## config.mk

```make
export PLATFORM = sky130hd
export DESIGN_NAME = tape_transport_mode_controller
export DESIGN_NICKNAME = d
export VERILOG_FILES = /design/src/rtl/core/ttmc_pkg.sv /design/src/rtl/core/ttmc_logic.sv /design/src/rtl/core/tape_transport_mode_controller.sv
export SDC_FILE = /design/constraint.sdc
export NUM_CORES = 1
export LEC_CHECK = 0
export CELL_PAD_IN_SITES_DETAIL_PLACEMENT = 0
export CELL_PAD_IN_SITES_GLOBAL_PLACEMENT = 1
export CORE_AREA = 2 2 113 115
export DETAILED_ROUTE_END_ITERATION = 10
export DIE_AREA = 0 0 115 117
export DONT_BUFFER_PORTS = 1
export GPL_ROUTABILITY_DRIVEN = 0
export GPL_TIMING_DRIVEN = 0
export PLACE_DENSITY_LB_ADDON = 0.1
export SYNTH_ARGS = -nofsm -noshare
export SYNTH_HDL_FRONTEND = slang
export SYNTH_SLANG_ARGS = --single-unit
```

## constraint.sdc

```tcl
create_clock -name clock -period 12.8 [get_ports clock]
set_input_delay 0.64 -clock clock [delete_from_list [all_inputs] [get_ports clock]]
set_output_delay 0.64 -clock clock [all_outputs]
set_load 0.1 [all_outputs]
```

## src/rtl/core/ttmc_pkg.sv

```systemverilog
// shared types, codes and widths for the tape transport mode controller
package ttmc_pkg;

   localparam int ModeW = 4;
   localparam int KeyW  = 4;
   localparam int OptW  = 16;
   localparam int CmdW  = 4;

   // transport modes
   localparam logic [ModeW-1:0] M_STOP  = 4'd0;
   localparam logic [ModeW-1:0] M_PLAYF = 4'd1;
   localparam logic [ModeW-1:0] M_PLAYR = 4'd2;
   localparam logic [ModeW-1:0] M_REC   = 4'd3;
   localparam logic [ModeW-1:0] M_FFD   = 4'd4;
   localparam logic [ModeW-1:0] M_REW   = 4'd5;
   localparam logic [ModeW-1:0] M_AFFD  = 4'd6;
   localparam logic [ModeW-1:0] M_AREW  = 4'd7;
   localparam logic [ModeW-1:0] M_PAUSE = 4'd8;

   // extra transport commands
   localparam logic [CmdW-1:0] C_NONE  = 4'd0;
   localparam logic [CmdW-1:0] C_CAPF  = 4'd10;
   localparam logic [CmdW-1:0] C_CAPR  = 4'd11;
   localparam logic [CmdW-1:0] C_ASTOP = 4'd12;

   // key codes, internal ones above mute
   localparam logic [KeyW-1:0] K_NONE    = 4'd0;
   localparam logic [KeyW-1:0] K_STOP    = 4'd1;
   localparam logic [KeyW-1:0] K_PLAYF   = 4'd2;
   localparam logic [KeyW-1:0] K_PLAYR   = 4'd3;
   localparam logic [KeyW-1:0] K_PLAY    = 4'd4;
   localparam logic [KeyW-1:0] K_REC     = 4'd5;
   localparam logic [KeyW-1:0] K_PAUSE   = 4'd6;
   localparam logic [KeyW-1:0] K_FFD     = 4'd7;
   localparam logic [KeyW-1:0] K_REW     = 4'd8;
   localparam logic [KeyW-1:0] K_ROLL    = 4'd9;
   localparam logic [KeyW-1:0] K_REV     = 4'd10;
   localparam logic [KeyW-1:0] K_MUTE    = 4'd11;
   localparam logic [KeyW-1:0] K_PROGHLD = 4'd12;
   localparam logic [KeyW-1:0] K_UNROLL  = 4'd13;

   // programming phases
   localparam logic [1:0] P_OFF   = 2'd0;
   localparam logic [1:0] P_ONE   = 2'd1;
   localparam logic [1:0] P_TWO   = 2'd2;
   localparam logic [1:0] P_ARMED = 2'd3;

   // record path requests
   localparam logic [1:0] R_SAME = 2'd0;
   localparam logic [1:0] R_OFF  = 2'd1;
   localparam logic [1:0] R_ON   = 2'd2;

   // option bits
   localparam int O_ARCH = 0;
   localparam int O_RECPLAY = 1;
   localparam int O_PLAYEXIT = 2;
   localparam int O_RECPAUSE = 3;
   localparam int O_PLAYREC = 4;
   localparam int O_MUTEPAUSE = 5;
   localparam int O_CUEARCH = 6;
   localparam int O_CUEROLL = 7;
   localparam int O_PROG = 8;
   localparam int O_AUTOREV = 9;
   localparam int O_NOSOUND = 10;

   // register address of the options register
   localparam logic [1:0] A_OPTIONS = 2'd0;

   typedef struct packed {
      logic [ModeW-1:0] cur_mode;
      logic [ModeW-1:0] return_mode;
      logic             pause_flag;
      logic             roll_flag;
      logic [1:0]       prog_state;
      logic [ModeW-1:0] prog_first;
      logic [ModeW-1:0] prog_second;
      logic [ModeW-1:0] reverse_mode;
      logic             autostop_flag;
      logic             refresh_flag;
   } state_type;

   typedef struct packed {
      logic             kind;
      logic [KeyW-1:0]  key;
      logic             released;
      logic             held;
      logic             capstan_reverse;
      logic [1:0]       autostop_cause;
      logic             prog_timer_over;
      logic             transport_stopped;
      logic             tape_moving;
      logic             low_tension;
   } item_type;

   typedef struct packed {
      logic [CmdW-1:0]  transport_cmd;
      logic             cue_on;
      logic [1:0]       rec_path;
      logic             mute_toggle;
      logic [1:0]       sound;
      logic             reverse_delay;
      logic [ModeW-1:0] mode_now;
      logic             paused;
      logic             rolling;
      logic [1:0]       prog_phase;
      logic [ModeW-1:0] prog_second;
      logic             display_update;
   } result_type;

   // wind mode, archive variant when the option is set
   function automatic logic [ModeW-1:0] wound(input logic [ModeW-1:0] m,
                                              input logic arch);
      logic [ModeW-1:0] r;
      r = m;
      if (m == M_FFD && arch) r = M_AFFD;
      if (m == M_REW && arch) r = M_AREW;
      return r;
   endfunction

   function automatic logic [CmdW-1:0] drive(input logic [ModeW-1:0] m);
      return m + 4'd1;
   endfunction

endpackage

```

## src/rtl/core/ttmc_logic.sv

```systemverilog
// next-state and result logic for one key event or service tick
module ttmc_logic (
   input  ttmc_pkg::state_type  st,
   input  ttmc_pkg::item_type   item,
   input  logic [ttmc_pkg::OptW-1:0] opts,
   output ttmc_pkg::state_type  st_next,
   output ttmc_pkg::result_type res
);
   import ttmc_pkg::*;

   always_comb begin
      state_type s;
      logic [KeyW-1:0] k;
      logic [CmdW-1:0] cmd;
      logic cue, mute, rdel, served, pdone;
      logic [1:0] rec, snd;
      logic [ModeW-1:0] f;
      logic arch, nosnd;

      s = st;
      cmd = C_NONE; cue = 1'b0; mute = 1'b0; rdel = 1'b0;
      rec = R_SAME; snd = 2'b00; served = 1'b0; pdone = 1'b0;
      arch = opts[O_ARCH];
      nosnd = opts[O_NOSOUND];
      k = K_NONE;
      f = M_STOP;

      if (!item.kind) begin
         // key filtering
         k = (item.key > K_MUTE) ? K_NONE : item.key;
         if (k != K_NONE) begin
            if (k == K_PLAY) k = item.capstan_reverse ? K_PLAYR : K_PLAYF;
            if (item.released) k = (k == K_ROLL) ? K_UNROLL : K_NONE;
            else if (item.held) k = (k == K_STOP) ? K_PROGHLD : K_NONE;
         end
         if (k != K_NONE) begin
            if (!nosnd) snd[0] = 1'b1;
            // two-step programming
            if (opts[O_PROG]) begin
               if (s.cur_mode != M_STOP) begin
                  if (k == K_PLAYR || k == K_PLAYF || k == K_REW || k == K_FFD ||
                      k == K_REC || k == K_STOP || k == K_REV) begin
                     s.prog_state = P_OFF; s.prog_first = M_STOP;
                     s.prog_second = M_STOP; s.refresh_flag = 1'b1;
                  end
               end else if (k == K_PROGHLD && s.prog_state == P_OFF) begin
                  s.prog_state = P_ONE; s.prog_first = M_STOP;
                  s.prog_second = M_STOP; s.refresh_flag = 1'b1;
               end else if (k == K_STOP && s.prog_state != P_OFF) begin
                  s.prog_state = P_OFF; s.prog_first = M_STOP;
                  s.prog_second = M_STOP; s.refresh_flag = 1'b1;
               end else if (s.prog_state == P_ONE) begin
                  if (k == K_PLAYR) s.prog_first = M_PLAYR;
                  else if (k == K_REW) s.prog_first = wound(M_REW, arch);
                  else if (k == K_FFD) s.prog_first = wound(M_FFD, arch);
                  else if (k == K_PLAYF) s.prog_first = M_PLAYF;
                  else if (k == K_PAUSE || k == K_REC || k == K_ROLL) begin
                     if (!nosnd) snd[1] = 1'b1;
                     k = K_STOP;
                  end
                  if (s.prog_first != M_STOP) begin
                     k = K_STOP; s.prog_state = P_TWO; s.refresh_flag = 1'b1;
                  end
               end else if (s.prog_state == P_TWO) begin
                  f = s.prog_first;
                  if (f == M_AREW && k == K_REW) begin
                     s.prog_first = M_REW; k = K_STOP; pdone = 1'b1;
                  end else if (f == M_AFFD && k == K_FFD) begin
                     s.prog_first = M_FFD; k = K_STOP; pdone = 1'b1;
                  end
                  if (!pdone) begin
                     if (f == M_AREW || f == M_REW || f == M_PLAYR) begin
                        if (k == K_PLAYF) s.prog_second = M_PLAYF;
                        else if (k == K_FFD) s.prog_second = wound(M_FFD, arch);
                        else if (k == K_PAUSE) s.prog_second = M_PAUSE;
                        else if (k == K_PLAYR || k == K_REW || k == K_REC ||
                                 k == K_ROLL) begin
                           if (!nosnd) snd[1] = 1'b1;
                           k = K_STOP;
                        end
                     end
                     if (f == M_AFFD || f == M_FFD || f == M_PLAYF) begin
                        if (k == K_PLAYR) s.prog_second = M_PLAYR;
                        else if (k == K_REW) s.prog_second = wound(M_REW, arch);
                        else if (k == K_PAUSE) s.prog_second = M_PAUSE;
                        else if (k == K_PLAYF || k == K_FFD || k == K_REC ||
                                 k == K_ROLL) begin
                           if (!nosnd) snd[1] = 1'b1;
                           k = K_STOP;
                        end
                     end
                     if (s.prog_second != M_STOP) begin
                        k = K_STOP; s.prog_state = P_ARMED; s.refresh_flag = 1'b1;
                     end
                  end
               end else if (s.prog_state == P_ARMED) begin
                  if (s.prog_second == M_AREW && k == K_REW) begin
                     s.prog_second = M_REW; k = K_STOP;
                  end else if (s.prog_second == M_AFFD && k == K_FFD) begin
                     s.prog_second = M_FFD; k = K_STOP;
                  end else if (k == K_PLAYR || k == K_PLAYF || k == K_REW ||
                               k == K_FFD || k == K_REC || k == K_ROLL) begin
                     if (!nosnd) snd[1] = 1'b1;
                     k = K_STOP;
                  end
               end
            end

            // mode rules
            case (k)
               K_STOP: begin
                  s.cur_mode = M_STOP; s.pause_flag = 1'b0; rec = R_OFF;
                  cmd = drive(M_STOP);
               end
               K_PLAYF, K_PLAYR: begin
                  if (s.cur_mode == M_REC) begin
                     if (opts[O_RECPLAY]) begin
                        s.cur_mode = (k == K_PLAYF) ? M_PLAYF : M_PLAYR;
                        rec = R_OFF;
                     end
                     if (k == K_PLAYF && opts[O_PLAYEXIT]) s.pause_flag = 1'b0;
                  end else begin
                     s.cur_mode = (k == K_PLAYF) ? M_PLAYF : M_PLAYR;
                     if (opts[O_PLAYEXIT]) s.pause_flag = 1'b0;
                  end
                  if (!s.pause_flag) cmd = drive(s.cur_mode);
                  else begin
                     cmd = (k == K_PLAYF) ? C_CAPF : C_CAPR;
                     cue = 1'b1;
                  end
               end
               K_REC: begin
                  if (s.cur_mode == M_STOP || (s.cur_mode == M_PLAYF &&
                      (s.pause_flag || opts[O_PLAYREC]))) begin
                     s.cur_mode = M_REC;
                     if (opts[O_RECPAUSE]) s.pause_flag = 1'b1;
                     rec = R_ON;
                     cmd = s.pause_flag ? C_CAPF : drive(M_REC);
                  end
               end
               K_PAUSE: begin
                  s.pause_flag = !s.pause_flag;
                  if (s.pause_flag) begin
                     if (s.cur_mode != M_PLAYF && s.cur_mode != M_PLAYR &&
                         s.cur_mode != M_REC) s.cur_mode = M_STOP;
                     cmd = drive(M_PAUSE);
                     if (!opts[O_MUTEPAUSE]) cue = 1'b1;
                  end else begin
                     cmd = drive(s.cur_mode);
                  end
               end
               K_FFD, K_REW: begin
                  s.pause_flag = 1'b0;
                  if (k == K_FFD)
                     s.cur_mode = (s.cur_mode == M_AFFD) ? M_FFD : wound(M_FFD, arch);
                  else
                     s.cur_mode = (s.cur_mode == M_AREW) ? M_REW : wound(M_REW, arch);
                  rec = R_OFF;
                  cmd = drive(s.cur_mode);
               end
               K_ROLL: begin
                  if (s.cur_mode == M_REC) begin
                     rec = R_OFF; s.cur_mode = M_PLAYF;
                  end
                  if (s.cur_mode == M_PLAYF) begin
                     s.return_mode = s.cur_mode; s.cur_mode = wound(M_REW, arch);
                     s.roll_flag = 1'b1;
                  end else if (s.cur_mode == M_PLAYR) begin
                     s.return_mode = s.cur_mode; s.cur_mode = wound(M_FFD, arch);
                     s.roll_flag = 1'b1;
                  end else if (s.cur_mode == M_AFFD || s.cur_mode == M_AREW) begin
                     if (opts[O_CUEARCH]) cue = 1'b1;
                  end
                  if (s.roll_flag) begin
                     cmd = drive(s.cur_mode);
                     if (opts[O_CUEROLL]) cue = 1'b1;
                  end
               end
               K_UNROLL: begin
                  if (s.roll_flag) begin
                     s.cur_mode = s.return_mode; s.roll_flag = 1'b0;
                  end
                  cmd = drive(s.cur_mode);
               end
               K_REV: begin
                  if (s.cur_mode == M_PLAYF) begin
                     s.cur_mode = M_PLAYR;
                     cmd = s.pause_flag ? C_CAPR : drive(M_PLAYR);
                  end else if (s.cur_mode == M_PLAYR) begin
                     s.cur_mode = M_PLAYF;
                     cmd = s.pause_flag ? C_CAPF : drive(M_PLAYF);
                  end else if (s.cur_mode != M_REC) begin
                     cmd = item.capstan_reverse ? C_CAPF : C_CAPR;
                  end
               end
               K_MUTE: mute = 1'b1;
               default: ;
            endcase
            s.refresh_flag = 1'b1;
            s.autostop_flag = 1'b0;
         end
         served = s.refresh_flag;
      end else begin
         // service tick
         served = s.refresh_flag;
         s.refresh_flag = 1'b0;
         if (item.autostop_cause != 2'd0) begin
            if (!s.autostop_flag && item.autostop_cause == 2'd1) begin
               if (s.cur_mode == M_PLAYF) s.reverse_mode = M_PLAYR;
               else if (s.cur_mode == M_PLAYR) s.reverse_mode = M_PLAYF;
               else s.reverse_mode = M_STOP;
               s.autostop_flag = 1'b1;
            end
            s.cur_mode = M_STOP;
            cmd = C_ASTOP;
            s.refresh_flag = 1'b1;
         end
         if (item.prog_timer_over) begin
            if (s.prog_state == P_ARMED) begin
               s.cur_mode = s.prog_first;
               s.prog_first = M_STOP;
               cmd = drive(s.cur_mode);
            end else begin
               if (!nosnd) snd[0] = 1'b1;
               s.prog_first = M_STOP;
               s.prog_second = M_STOP;
            end
            s.prog_state = P_OFF;
            s.refresh_flag = 1'b1;
         end
         if (s.autostop_flag && item.transport_stopped) begin
            if (!(item.tape_moving || item.low_tension)) begin
               if (s.prog_second != M_STOP) begin
                  s.cur_mode = s.prog_second;
                  s.prog_second = M_STOP;
                  cmd = drive(s.cur_mode);
                  s.refresh_flag = 1'b1;
               end else if (opts[O_AUTOREV] && s.reverse_mode != M_STOP) begin
                  s.cur_mode = s.reverse_mode;
                  cmd = drive(s.cur_mode);
                  rdel = 1'b1;
                  s.refresh_flag = 1'b1;
               end
            end
            s.autostop_flag = 1'b0;
         end
         served = served | s.refresh_flag;
      end

      st_next = s;
      res.transport_cmd  = cmd;
      res.cue_on         = cue;
      res.rec_path       = rec;
      res.mute_toggle    = mute;
      res.sound          = snd;
      res.reverse_delay  = rdel;
      res.mode_now       = s.cur_mode;
      res.paused         = s.pause_flag;
      res.rolling        = s.roll_flag;
      res.prog_phase     = s.prog_state;
      res.prog_second    = s.prog_second;
      res.display_update = served;
   end

endmodule

```

## src/rtl/core/tape_transport_mode_controller.sv

```systemverilog
// tape transport mode controller top level: handshake, state and options registers
// the result of an accepted transaction is registered at the edge that accepts it
// throughput: one transaction per cycle while the result is not stalled, set by the single state register update
// a new transaction is taken while a result waits, as long as the result is not stalled
// reset (synchronous, active high) sets all modes to stop, flags clear, refresh pending
// and options to zero; the result register empties
module tape_transport_mode_controller (
   input  logic        clock,
   input  logic        reset,
   input  logic        req_valid,
   output logic        req_stall,
   input  logic        req_kind,
   input  logic [3:0]  req_key,
   input  logic        req_released,
   input  logic        req_held,
   input  logic        req_capstan_reverse,
   input  logic [1:0]  req_autostop_cause,
   input  logic        req_prog_timer_over,
   input  logic        req_transport_stopped,
   input  logic        req_tape_moving,
   input  logic        req_low_tension,
   output logic        rsp_valid,
   input  logic        rsp_stall,
   output logic [3:0]  rsp_transport_cmd,
   output logic        rsp_cue_on,
   output logic [1:0]  rsp_rec_path,
   output logic        rsp_mute_toggle,
   output logic [1:0]  rsp_sound,
   output logic        rsp_reverse_delay,
   output logic [3:0]  rsp_mode_now,
   output logic        rsp_paused,
   output logic        rsp_rolling,
   output logic [1:0]  rsp_prog_phase,
   output logic [3:0]  rsp_prog_second,
   output logic        rsp_display_update,
   input  logic        csr_psel,
   input  logic        csr_penable,
   input  logic        csr_pwrite,
   input  logic [1:0]  csr_paddr,
   input  logic [31:0] csr_pwdata,
   output logic [31:0] csr_prdata,
   output logic        csr_pready
);
   import ttmc_pkg::*;

   state_type           state_ff, state_in, st_calc;
   result_type          res_ff, res_calc;
   logic                rvalid_ff;
   logic [OptW-1:0]     opts_ff;
   item_type            item;
   logic                take, cfg_wr;

   assign csr_pready = 1'b1;
   assign cfg_wr = csr_psel && csr_penable && csr_pwrite && (csr_paddr == A_OPTIONS);
   assign csr_prdata = (csr_paddr == A_OPTIONS) ? {16'd0, opts_ff} : 32'd0;

   // input stalls only when the result register is full and stalled
   assign req_stall = rvalid_ff && rsp_stall;
   assign take = req_valid && !req_stall;

   assign item = '{kind: req_kind, key: req_key, released: req_released,
                   held: req_held, capstan_reverse: req_capstan_reverse,
                   autostop_cause: req_autostop_cause,
                   prog_timer_over: req_prog_timer_over,
                   transport_stopped: req_transport_stopped,
                   tape_moving: req_tape_moving, low_tension: req_low_tension};

   ttmc_logic u_logic (
      .st      (state_ff),
      .item    (item),
      .opts    (opts_ff),
      .st_next (st_calc),
      .res     (res_calc)
   );

   // state update, options write also requests a refresh
   always_comb begin
      state_in = state_ff;
      if (take) state_in = st_calc;
      if (cfg_wr) state_in.refresh_flag = 1'b1;
   end

   always_ff @(posedge clock) begin
      if (reset) begin
         state_ff <= '{cur_mode: M_STOP, return_mode: M_STOP, pause_flag: 1'b0,
                       roll_flag: 1'b0, prog_state: P_OFF, prog_first: M_STOP,
                       prog_second: M_STOP, reverse_mode: M_STOP,
                       autostop_flag: 1'b0, refresh_flag: 1'b1};
         opts_ff   <= '0;
         rvalid_ff <= 1'b0;
      end else begin
         state_ff <= state_in;
         if (cfg_wr) opts_ff <= csr_pwdata[OptW-1:0];
         if (take) rvalid_ff <= 1'b1;
         else if (!rsp_stall) rvalid_ff <= 1'b0;
      end
   end

   // result register
   always_ff @(posedge clock) begin
      if (take) res_ff <= res_calc;
   end

   assign rsp_valid          = rvalid_ff;
   assign rsp_transport_cmd  = res_ff.transport_cmd;
   assign rsp_cue_on         = res_ff.cue_on;
   assign rsp_rec_path       = res_ff.rec_path;
   assign rsp_mute_toggle    = res_ff.mute_toggle;
   assign rsp_sound          = res_ff.sound;
   assign rsp_reverse_delay  = res_ff.reverse_delay;
   assign rsp_mode_now       = res_ff.mode_now;
   assign rsp_paused         = res_ff.paused;
   assign rsp_rolling        = res_ff.rolling;
   assign rsp_prog_phase     = res_ff.prog_phase;
   assign rsp_prog_second    = res_ff.prog_second;
   assign rsp_display_update = res_ff.display_update;

   // a result is held while stalled
   a_hold: assert property (@(posedge clock) disable iff (reset)
      rsp_valid && rsp_stall |=> rsp_valid && $stable(res_ff))
      else $error("result changed while stalled");

   // an accepted transaction always produces a result
   a_take: assert property (@(posedge clock) disable iff (reset)
      take |=> rsp_valid)
      else $error("accepted transaction gave no result");

   // sound is silent when disabled
   a_quiet: assert property (@(posedge clock) disable iff (reset)
      take && opts_ff[O_NOSOUND] |=> rsp_sound == 2'b00)
      else $error("sound with sound off");

endmodule
```

# Word level (Yosys, flattened, before mapping)
# Index checks and enable logic that the tools add are counted.
[word_totals] register_bits=67 inputBits=55 output_inout_bits=59 wordCells=446
[op_classes] addsub=8 n_lt_le_gt_ge=1 eq_ne=66 n_mux=270 bitwise=5 n_reduce_logical=71
[op_table] cell="$mux W4" count=150
[op_table] cell="$eq A4 B3 Y1 const B" count=23
[op_table] cell="$mux W10" count=8
[op_table] cell="$mux W1" count=79
[op_table] cell="$pmux W4 S8" count=2
[op_table] cell="$eq A4 B4 Y1 const B" count=14
[op_table] cell="$eq A4 B2 Y1 const B" count=12
[op_table] cell="$mux W8" count=5
[op_table] cell="$add A4 B1 Y4 const B" count=8
[op_table] cell="$mux W2" count=15
[op_table] cell="$reduce_bool A4 Y1" count=7
[op_table] cell="$eq A4 B1 Y1 const B" count=6
[op_table] cell="$mux W6" count=4
[op_table] cell="$logic_or A1 B1 Y1" count=23
[op_table] cell="$mux W20" count=1
[op_table] cell="$logic_and A1 B1 Y1" count=18
[op_table] cell="$mux W16" count=1
[op_table] cell="$ne A4 B2 Y1 const B" count=2
[op_table] cell="$pmux W2 S4" count=1
[op_table] cell="$reduce_bool A2 Y1" count=4
[op_table] cell="$reduce_or A2 Y1" count=4
[op_table] cell="$reduce_and A7 Y1" count=1
[op_table] cell="$reduce_bool A7 Y1" count=1
[op_table] cell="$reduce_bool A6 Y1" count=1
[op_table] cell="21 further kinds" count=31

# Depth between registers and ports, before layout
# Gate-level depths: netlist of the first run.
[logic_depth] depth_word=82 ltp_mapped=22 mapped_depth_nobuf=19

# Cells and area by module
# A second synthesis of the first run with hierarchy kept.
[hier_totals] cells_unflattened=899 hier_area_um2=6897.9
[modules_own_cells] mod="ttmc_logic" instances=1 cells_each=651 area_per_inst_um2=4270.3 seq_area_each_um2=0.0
[modules_own_cells] mod="tape_transport_mode_controller" instances=1 cells_each=248 area_per_inst_um2=2627.5 seq_area_each_um2=1581.5

# Worst setup path before layout of the first run
# Ideal clock, no wire load.
[synth_timing] path_kind="input-to-reg" from="in req_key[2]" to="reg res_ff (netlist bit rsp_transport_cmd[1]), data pin" setup_time_ns=0.281 t_arrival_ns=4.690 t_required_ns=12.519 path_slack_ns=7.829 path_stages=20 path_buffers=2 cell_sequence="ha_1 o21ba_2 o21ai_2 or4_4 buf_4 nor3_2 a21oi_1 o41ai_1 a31o_2 a31oi_1 or2_1 buf_4 o311ai_1 o311ai_1 nand2_1 a21boi_0 ha_1 a21boi_0 a2111oi_0 o32ai_1"
[synth_rtl] item="start, declared" line_no="tape_transport_mode_controller.sv:13" text="input logic [3:0] req_key,"
[synth_rtl] item="end signal, assigned" line_no="tape_transport_mode_controller.sv:101" text="if (take) res_ff <= res_calc;"
[synth_rtl] item="end, declared" line_no="tape_transport_mode_controller.sv:47" text="result_type res_ff, res_calc;"

==> impl_metrics.csv, run 1 <==
group,metric,value,unit
layout,fillers,1217,
synth,ys_types,90,
cts,clkLatencyLatePin,0.35,ns
detailed_routing,postRouteAntennaNets,0,
floorplan,dieArea,13500,um2
timing,rsz0062_at_grt,"false",
cts,tritoncts,"built",
synth,synth_area,6100,um2
setup_path,endpoint_kind,"flip-flop",
floorplan,start_util,49.6,%
grt,grt_pass1_vias,6139,
setup_path,arrival,6.32,ns
layout,syn2layout_area_growth,8.78,%
pwr,p_leak,2.32,nW
timing,slew_viol_final,0,
cts,cts_resized,0,
grt,groute.usage.overall,31.6,%
synth,netlist_top_cells_area,"dfxtp_1 (14%), edfxtp_1 (12%), nand2_1 (7.8%)",
detailed_routing,drc_errors,0,
grt,grt_pass1_wl,32800,um
synth,synth_edf_count,24,
floorplan,die_h,117,um
pwr,power_per_cell_area,99.9,nW/um2
synth,async_reset_ff_share,0,%
synth,synth_top_area_share,14.1,%
timing,fin_ws,6.52,ns
floorplan,fp-row-count,41,
setup_path,crit_fanout,10,
synth,yosysTopAreaCell,"dfxtp_1",
cts,clkTransAtPathRegs,0.06,ns
grt,grt_max_degree,34,
setup_path,cp_slowest_cell,"a31oi_1",
job,maxCapViolations,0,
timing,skew,0.0120,ns
setup_path,cpPeakStageDelay,0.74,ns
layout,drive_above_1_share,9.62,%
detailed_routing,vias_per_cell,6.64,
floorplan,die_w,115,um
setup_path,worstSetupPathType,"in2reg",
synth,yosysWarnings,0,
cts,cts_hold_buf,0,
timing,worst_pin_slew,1.10,ns
cts,cts.sinks,67,
detailed_routing,firstDrtPassIters,8,
layout,layout.nets,934,
synth,synth.avg_cell_area,7.34,um2
detailed_routing,drt_iter0_markers,807,
setup_path,critical_path_required,12.85,ns
setup_path,crit_chain,"inv_1, ha_1, clkbuf_1, o21bai_1, nand4b_1, a31oi_1, nor4_1, o2111ai_1, nand3_1, nor3_1, a31oi_1, nor2_2, buf_2, nand2_1, o311ai_1, nand2_1, a21boi_0, ha_1, a21boi_0, a2111oi_0, o32ai_1",
detailed_routing,routed_wl,21100,um
worst_hold_path,hold_class,"in2reg",
layout,layout_commonest_cell,"nand2_1",
timing,fin_tns_setup,0,ns
timing,finalCriticalPeriod,6.28,ns
placed_design,place_hpwl,16000,um
setup_path,crit_path_start_kind,"input port",
cts,cts_root_buf,"clkbuf_16",
synth,ys_ff_latch,67,
placed_design,dp_worst_setup_slack,6.47,ns
layout,mostFrequentLayoutCells,"nand2_1 (127), a21oi_1 (75), nor2_1 (71)",
floorplan,coreArea,12300,um2
detailed_routing,vias,6731,
synth,ys.flop_type,"dfxtp_1",
timing,timing.final.crit_share,49.0,%
pwr,vdd_drop_max,0.0000923,V
placed_design,numPortBuffers,0,
floorplan,io_pins,114,
cts,htree_levels,3,
synth,synthCells,831,
timing,relSlewSlack,26.6,%
cts,clk_path_buf_depth,2,
grt,grt_antenna_before_repair,0,
timing,setup_viol,0,
detailed_routing,wl_per_cell,20.9,um
layout,diodes,0,
timing,finalHoldViolCount,0,
grt,grt_overflow,0,
cts,cts-buffers-inserted,9,
timing,fmax,159,MHz
status,outcome,"finished clean",
synth,yosysSeqAreaShare,25.9,%
cts,cts_setup_buffers,0,
-- critical path: cells and delay by family --
kind	cells	cell delay (ns)
buffers and inverters	3	0.55
adders and majority gates	2	0.52
AOI/OAI and AO/OA	9	3.09
and+or+nand+nor	7	1.50
-- cell usage after synthesis (all sizes together), types with 8 or more instances --
| cell type | instances |
|---|---|
| o21a | 13 |
| edfxtp | 24 |
| buf | 27 |
| a21oi | 75 |
| nor2 | 75 |
| clkbuf | 35 |
| o21ai | 59 |
| nor4 | 11 |
| nand3 | 43 |
| dfxtp | 43 |
| inv | 26 |
| ha | 21 |
| a31oi | 12 |
| and2 | 22 |
| nor3 | 31 |
| or3 | 8 |
| o31ai | 10 |
| nand2 | 127 |
-- state kept, by name, summed over array words and instances, names as in the netlist --
signal / flops
state_ff: 26
opts_ff: 16
rsp_mode_now: 4
rsp_prog_second: 4
rsp_transport_cmd: 4
rsp_prog_phase: 2
rsp_rec_path: 2
rsp_sound: 2
rsp_cue_on: 1
rsp_display_update: 1
rsp_mute_toggle: 1
rsp_paused: 1
rsp_reverse_delay: 1
rsp_rolling: 1
rsp_valid: 1
-- metrics by stage --
stage	area, um2	power (mW)	util [%]	instances	hold WS [ns]
2_1_floorplan	6160	0.392	-	846	0.432
3_3_place_gp	6350	0.428	51.5	996	0.439
3_5_place_dp	6370	0.429	51.7	997	0.446
4_1_cts	6640	0.660	53.9	1013	0.415
5_1_grt	6640	0.685	53.9	1013	0.417
6_report	6640	0.663	53.9	1013	0.422
-- routing by layer --
layer	part of all wire [%]	global-route usage, %
met3	11	6.69
met1	43	44.5
met2	43	48.4
met5	0	0
met4	2.6	10.4
-- worst paths after layout --
check | startpoint | endpoint | slack, ns | cells after the start
worst max-delay path | req_key[2] | rsp_transport_cmd[1] | 6.52 | 21
worst min-delay path | req_valid | rsp_valid | 0.42 | 2
worst max register to register | state_ff[10] | rsp_transport_cmd[1] | 6.84 | 18
worst min register to register | opts_ff[15] | opts_ff[15] | 0.45 | 2
-- where the power goes --
group	internal (mW)	switching, mW
Clock	0.132	0.100
Sequential	0.229	0.0402
Combinational	0.0413	0.120
-- cells by family after synthesis --
logic type,synth area share (%)
xor gates and xnor gates,1.44
other,0.123
muxes,1.00
DFF,25.9
AOI/OAI and AO/OA,30.1
and+or+nand+nor,30.4
buffers and inverters,6.71
adders and majority gates,4.31
-- final cells by class --
type	count	area (um2)	share of cell area, %
buffer	62	313	4.71
clock buffer	10	229	3.45
clock inverter	6	41.3	0.622
inverter	26	97.6	1.47
multi-input combinational	691	4170	62.9
sequential	67	1580	23.8
tap	150	188	2.83
timing repair buffer	1	15.0	0.226
Power figures use the tool's default switching activity.
==> run 2: changes to the inputs <==
--- a/config.mk
+++ b/config.mk
@@ -7,9 +7,9 @@
 export LEC_CHECK = 0
 export CELL_PAD_IN_SITES_DETAIL_PLACEMENT = 0
 export CELL_PAD_IN_SITES_GLOBAL_PLACEMENT = 1
-export CORE_AREA = 2 2 113 115
+export CORE_AREA = 2 2 123 125
 export DETAILED_ROUTE_END_ITERATION = 10
-export DIE_AREA = 0 0 115 117
+export DIE_AREA = 0 0 125 127
 export DONT_BUFFER_PORTS = 1
 export GPL_ROUTABILITY_DRIVEN = 0
 export GPL_TIMING_DRIVEN = 0
==> constraint.sdc (replaced) <==
create_clock -name clock -period 5.35 [get_ports clock]
set_input_delay 0.2675 -clock clock [delete_from_list [all_inputs] [get_ports clock]]
set_output_delay 0.2675 -clock clock [all_outputs]
set_load 0.1 [all_outputs]
==> run 2 against run 1 <==
- design area is 5.9% higher
- critical path depth is 1 higher
- clock-buffer cell count stayed put
- clock power rose to 2.6 times the previous value
- non-clock buffer count rose by 9
- hold slack got worse by 0.37 ns
- critical path type unchanged
- flip-flop and latch count unchanged
- highest routed layer unchanged
- power rose to 2.5 times the previous value
- worst setup slack worse by 6.3 ns
- first-iteration DRC count is 11% lower
- routed wire length rose by 7.0%
==> impl_metrics.csv, run 2 (synthesis gave the netlist of run 1 again) <==
group,metric,value,unit
setup_path,arrival,5.16,ns
grt,grt_max_degree,18,
cts,clkTransAtPathRegs,0.07,ns
status,outcome,"finished clean",
setup_path,worstSetupPathType,"in2reg",
floorplan,fp-row-count,44,
layout,largest_reg_flops,26,
floorplan,io_pins,114,
setup_path,crit_path_start_kind,"input port",
setup_path,crit_fanout,10,
detailed_routing,wl_per_cell,21.4,um
timing,relSlewSlack,16.3,%
floorplan,coreArea,14400,um2
cts,cts.sinks,67,
pwr,power_per_cell_area,237,nW/um2
worst_hold_path,holdCritStartpoint,"csr_pwdata[1]",
floorplan,die_w,125,um
worst_hold_path,hold_class,"in2reg",
grt,grt_antenna_before_repair,0,
timing,hold_ws,0.0496,ns
timing,skew,0.0122,ns
timing,worst_pin_slew,1.25,ns
grt,grt_pass1_wl,35000,um
detailed_routing,routed_wl,22600,um
layout,regMostFlops,"state_ff",
worst_hold_path,whs_endpoint,"opts_ff[1]",
placed_design,place_hpwl,16900,um
detailed_routing,vias_per_cell,6.37,
detailed_routing,firstDrtPassIters,5,
cts,tritoncts,"built",
cts,htree_levels,3,
floorplan,die_h,127,um
worst_hold_path,holdPathStages,2,
floorplan,start_util,42.3,%
setup_path,endpoint_kind,"flip-flop",
timing,timing.final.crit_share,95.9,%
layout,design_area,7030,um2
timing,fmax,195,MHz
detailed_routing,drt_iter0_markers,715,
floorplan,dieArea,15900,um2
detailed_routing,vias,6723,
layout,drive_above_1_share,14.1,%
cts,cts_root_buf,"clkbuf_16",
timing,fin_tns_setup,0,ns
setup_path,rrSetupSlack,0.27,ns
cts,cts-buffers-inserted,9,
layout,fin_util,48.7,%
placed_design,numPortBuffers,0,
timing,rsz0062_at_grt,"false",
setup_path,reg2reg_depth,18,
setup_path,timing.rr.start,"state_ff[10]",
layout,layout.nets,943,
setup_path,critical_path_required,5.38,ns
layout,diodes,0,
job,maxCapViolations,0,
grt,groute.usage.overall,27.7,%
setup_path,r2r_end,"rsp_transport_cmd[1]",
layout,syn2layout_area_growth,15.2,%
pwr,total_power,1.67,mW
timing,finalCriticalPeriod,5.13,ns
placed_design,dpl-instance-area,6440,um2
timing,finalHoldViolCount,0,
grt,grt_pass1_vias,6292,
pwr,vdd_drop_max,0.000172,V
timing,setup_viol,0,
detailed_routing,postRouteAntennaNets,0,
cts,clkLatencyLatePin,0.35,ns
layout,layout_commonest_cell,"nand2_1",
layout,reg_top3,"state_ff x26, opts_ff x16",
pwr,p_leak,2.44,nW
grt,grt_overflow,0,
detailed_routing,drc_errors,0,
timing,slew_viol_final,0,
cts,cts_hold_buf,0,
layout,mostFrequentLayoutCells,"nand2_1 (127), a21oi_1 (75), nor2_1 (69)",
cts,clk_path_buf_depth,2,
[run 2: where the power goes]
group          switching [mW]  internal (mW)  total, mW  leakage [nW]
logic                   0.306          0.113      0.418          1.71
clock network           0.260          0.345      0.605         0.149
registers              0.0965          0.548      0.644         0.588
total                   0.662           1.01       1.67          2.44
[run 2: stage by stage]
stage / instances / setup slack (ns)
after floorplan: 846 / 0.752
after global placement: 1030 / -0.971
after detailed placement: 1032 / -0.939
after CTS: 1047 / 0.0133
after global routing: 1056 / 0.0212
final: 1056 / 0.221
[run 2: per-layer routing]
| layer | wire (um) | track usage [%] | up-vias |
|---|---|---|---|
| li1 | - | - | 3117 |
| met5 | 0 | 0 | - |
| met1 | 10100 | 39.6 | 3160 |
| met3 | 2230 | 6.41 | 60 |
| met2 | 9560 | 40.6 | 386 |
| met4 | 718 | 10.3 | 0 |
[run 2: layout make-up]
type	instances	area [um2]
plain buffers	60	310
well taps	184	230
repair buffers	12	118
clock buffers	10	250
flip-flops and latches	67	1580
fillers	1498	7390
inverters	26	97.6
clock inverters	6	42.5
multi-input cells	691	4400
[run 2: worst max path at each step]
stage	startpoint	to	slack, ns	cells after the start
floorplan	req_key[2]	rsp_transport_cmd[1]	0.75	20
global placement	req_key[2]	rsp_transport_cmd[1]	-0.97	20
detailed placement	req_key[2]	rsp_transport_cmd[1]	-0.94	20
CTS	state_ff[12]	rsp_transport_cmd[1]	0.01	18
global route	req_key[2]	rsp_transport_cmd[1]	0.02	20
finish	req_key[2]	rsp_transport_cmd[1]	0.22	22
[run 2: critical path, stage by stage]
cell	delay, ns
inv_1	0.03
ha_1	0.35
o21bai_1	0.22
nand4b_1	0.28
a31o_2	0.32
buf_2	0.20
a41o_1	0.26
a221oi_2	0.31
nand4_1	0.13
buf_4	0.18
nor2_2	0.19
a21oi_1	0.14
or2_1	0.29
buf_4	0.20
nor3_2	0.32
nand3_1	0.23
a21boi_0	0.19
ha_1	0.30
nand2_1	0.08
nand3_1	0.12
a2111oi_4	0.38
o32ai_1	0.17
[run 2: timing repair]
| action | CTS | global route |
|---|---|---|
| resized for setup | 11 | 34 |
| pin swaps | 1 | 10 |
| setup endpoints to repair | 1 | 2 |
| buffers inserted | 0 | 10 |
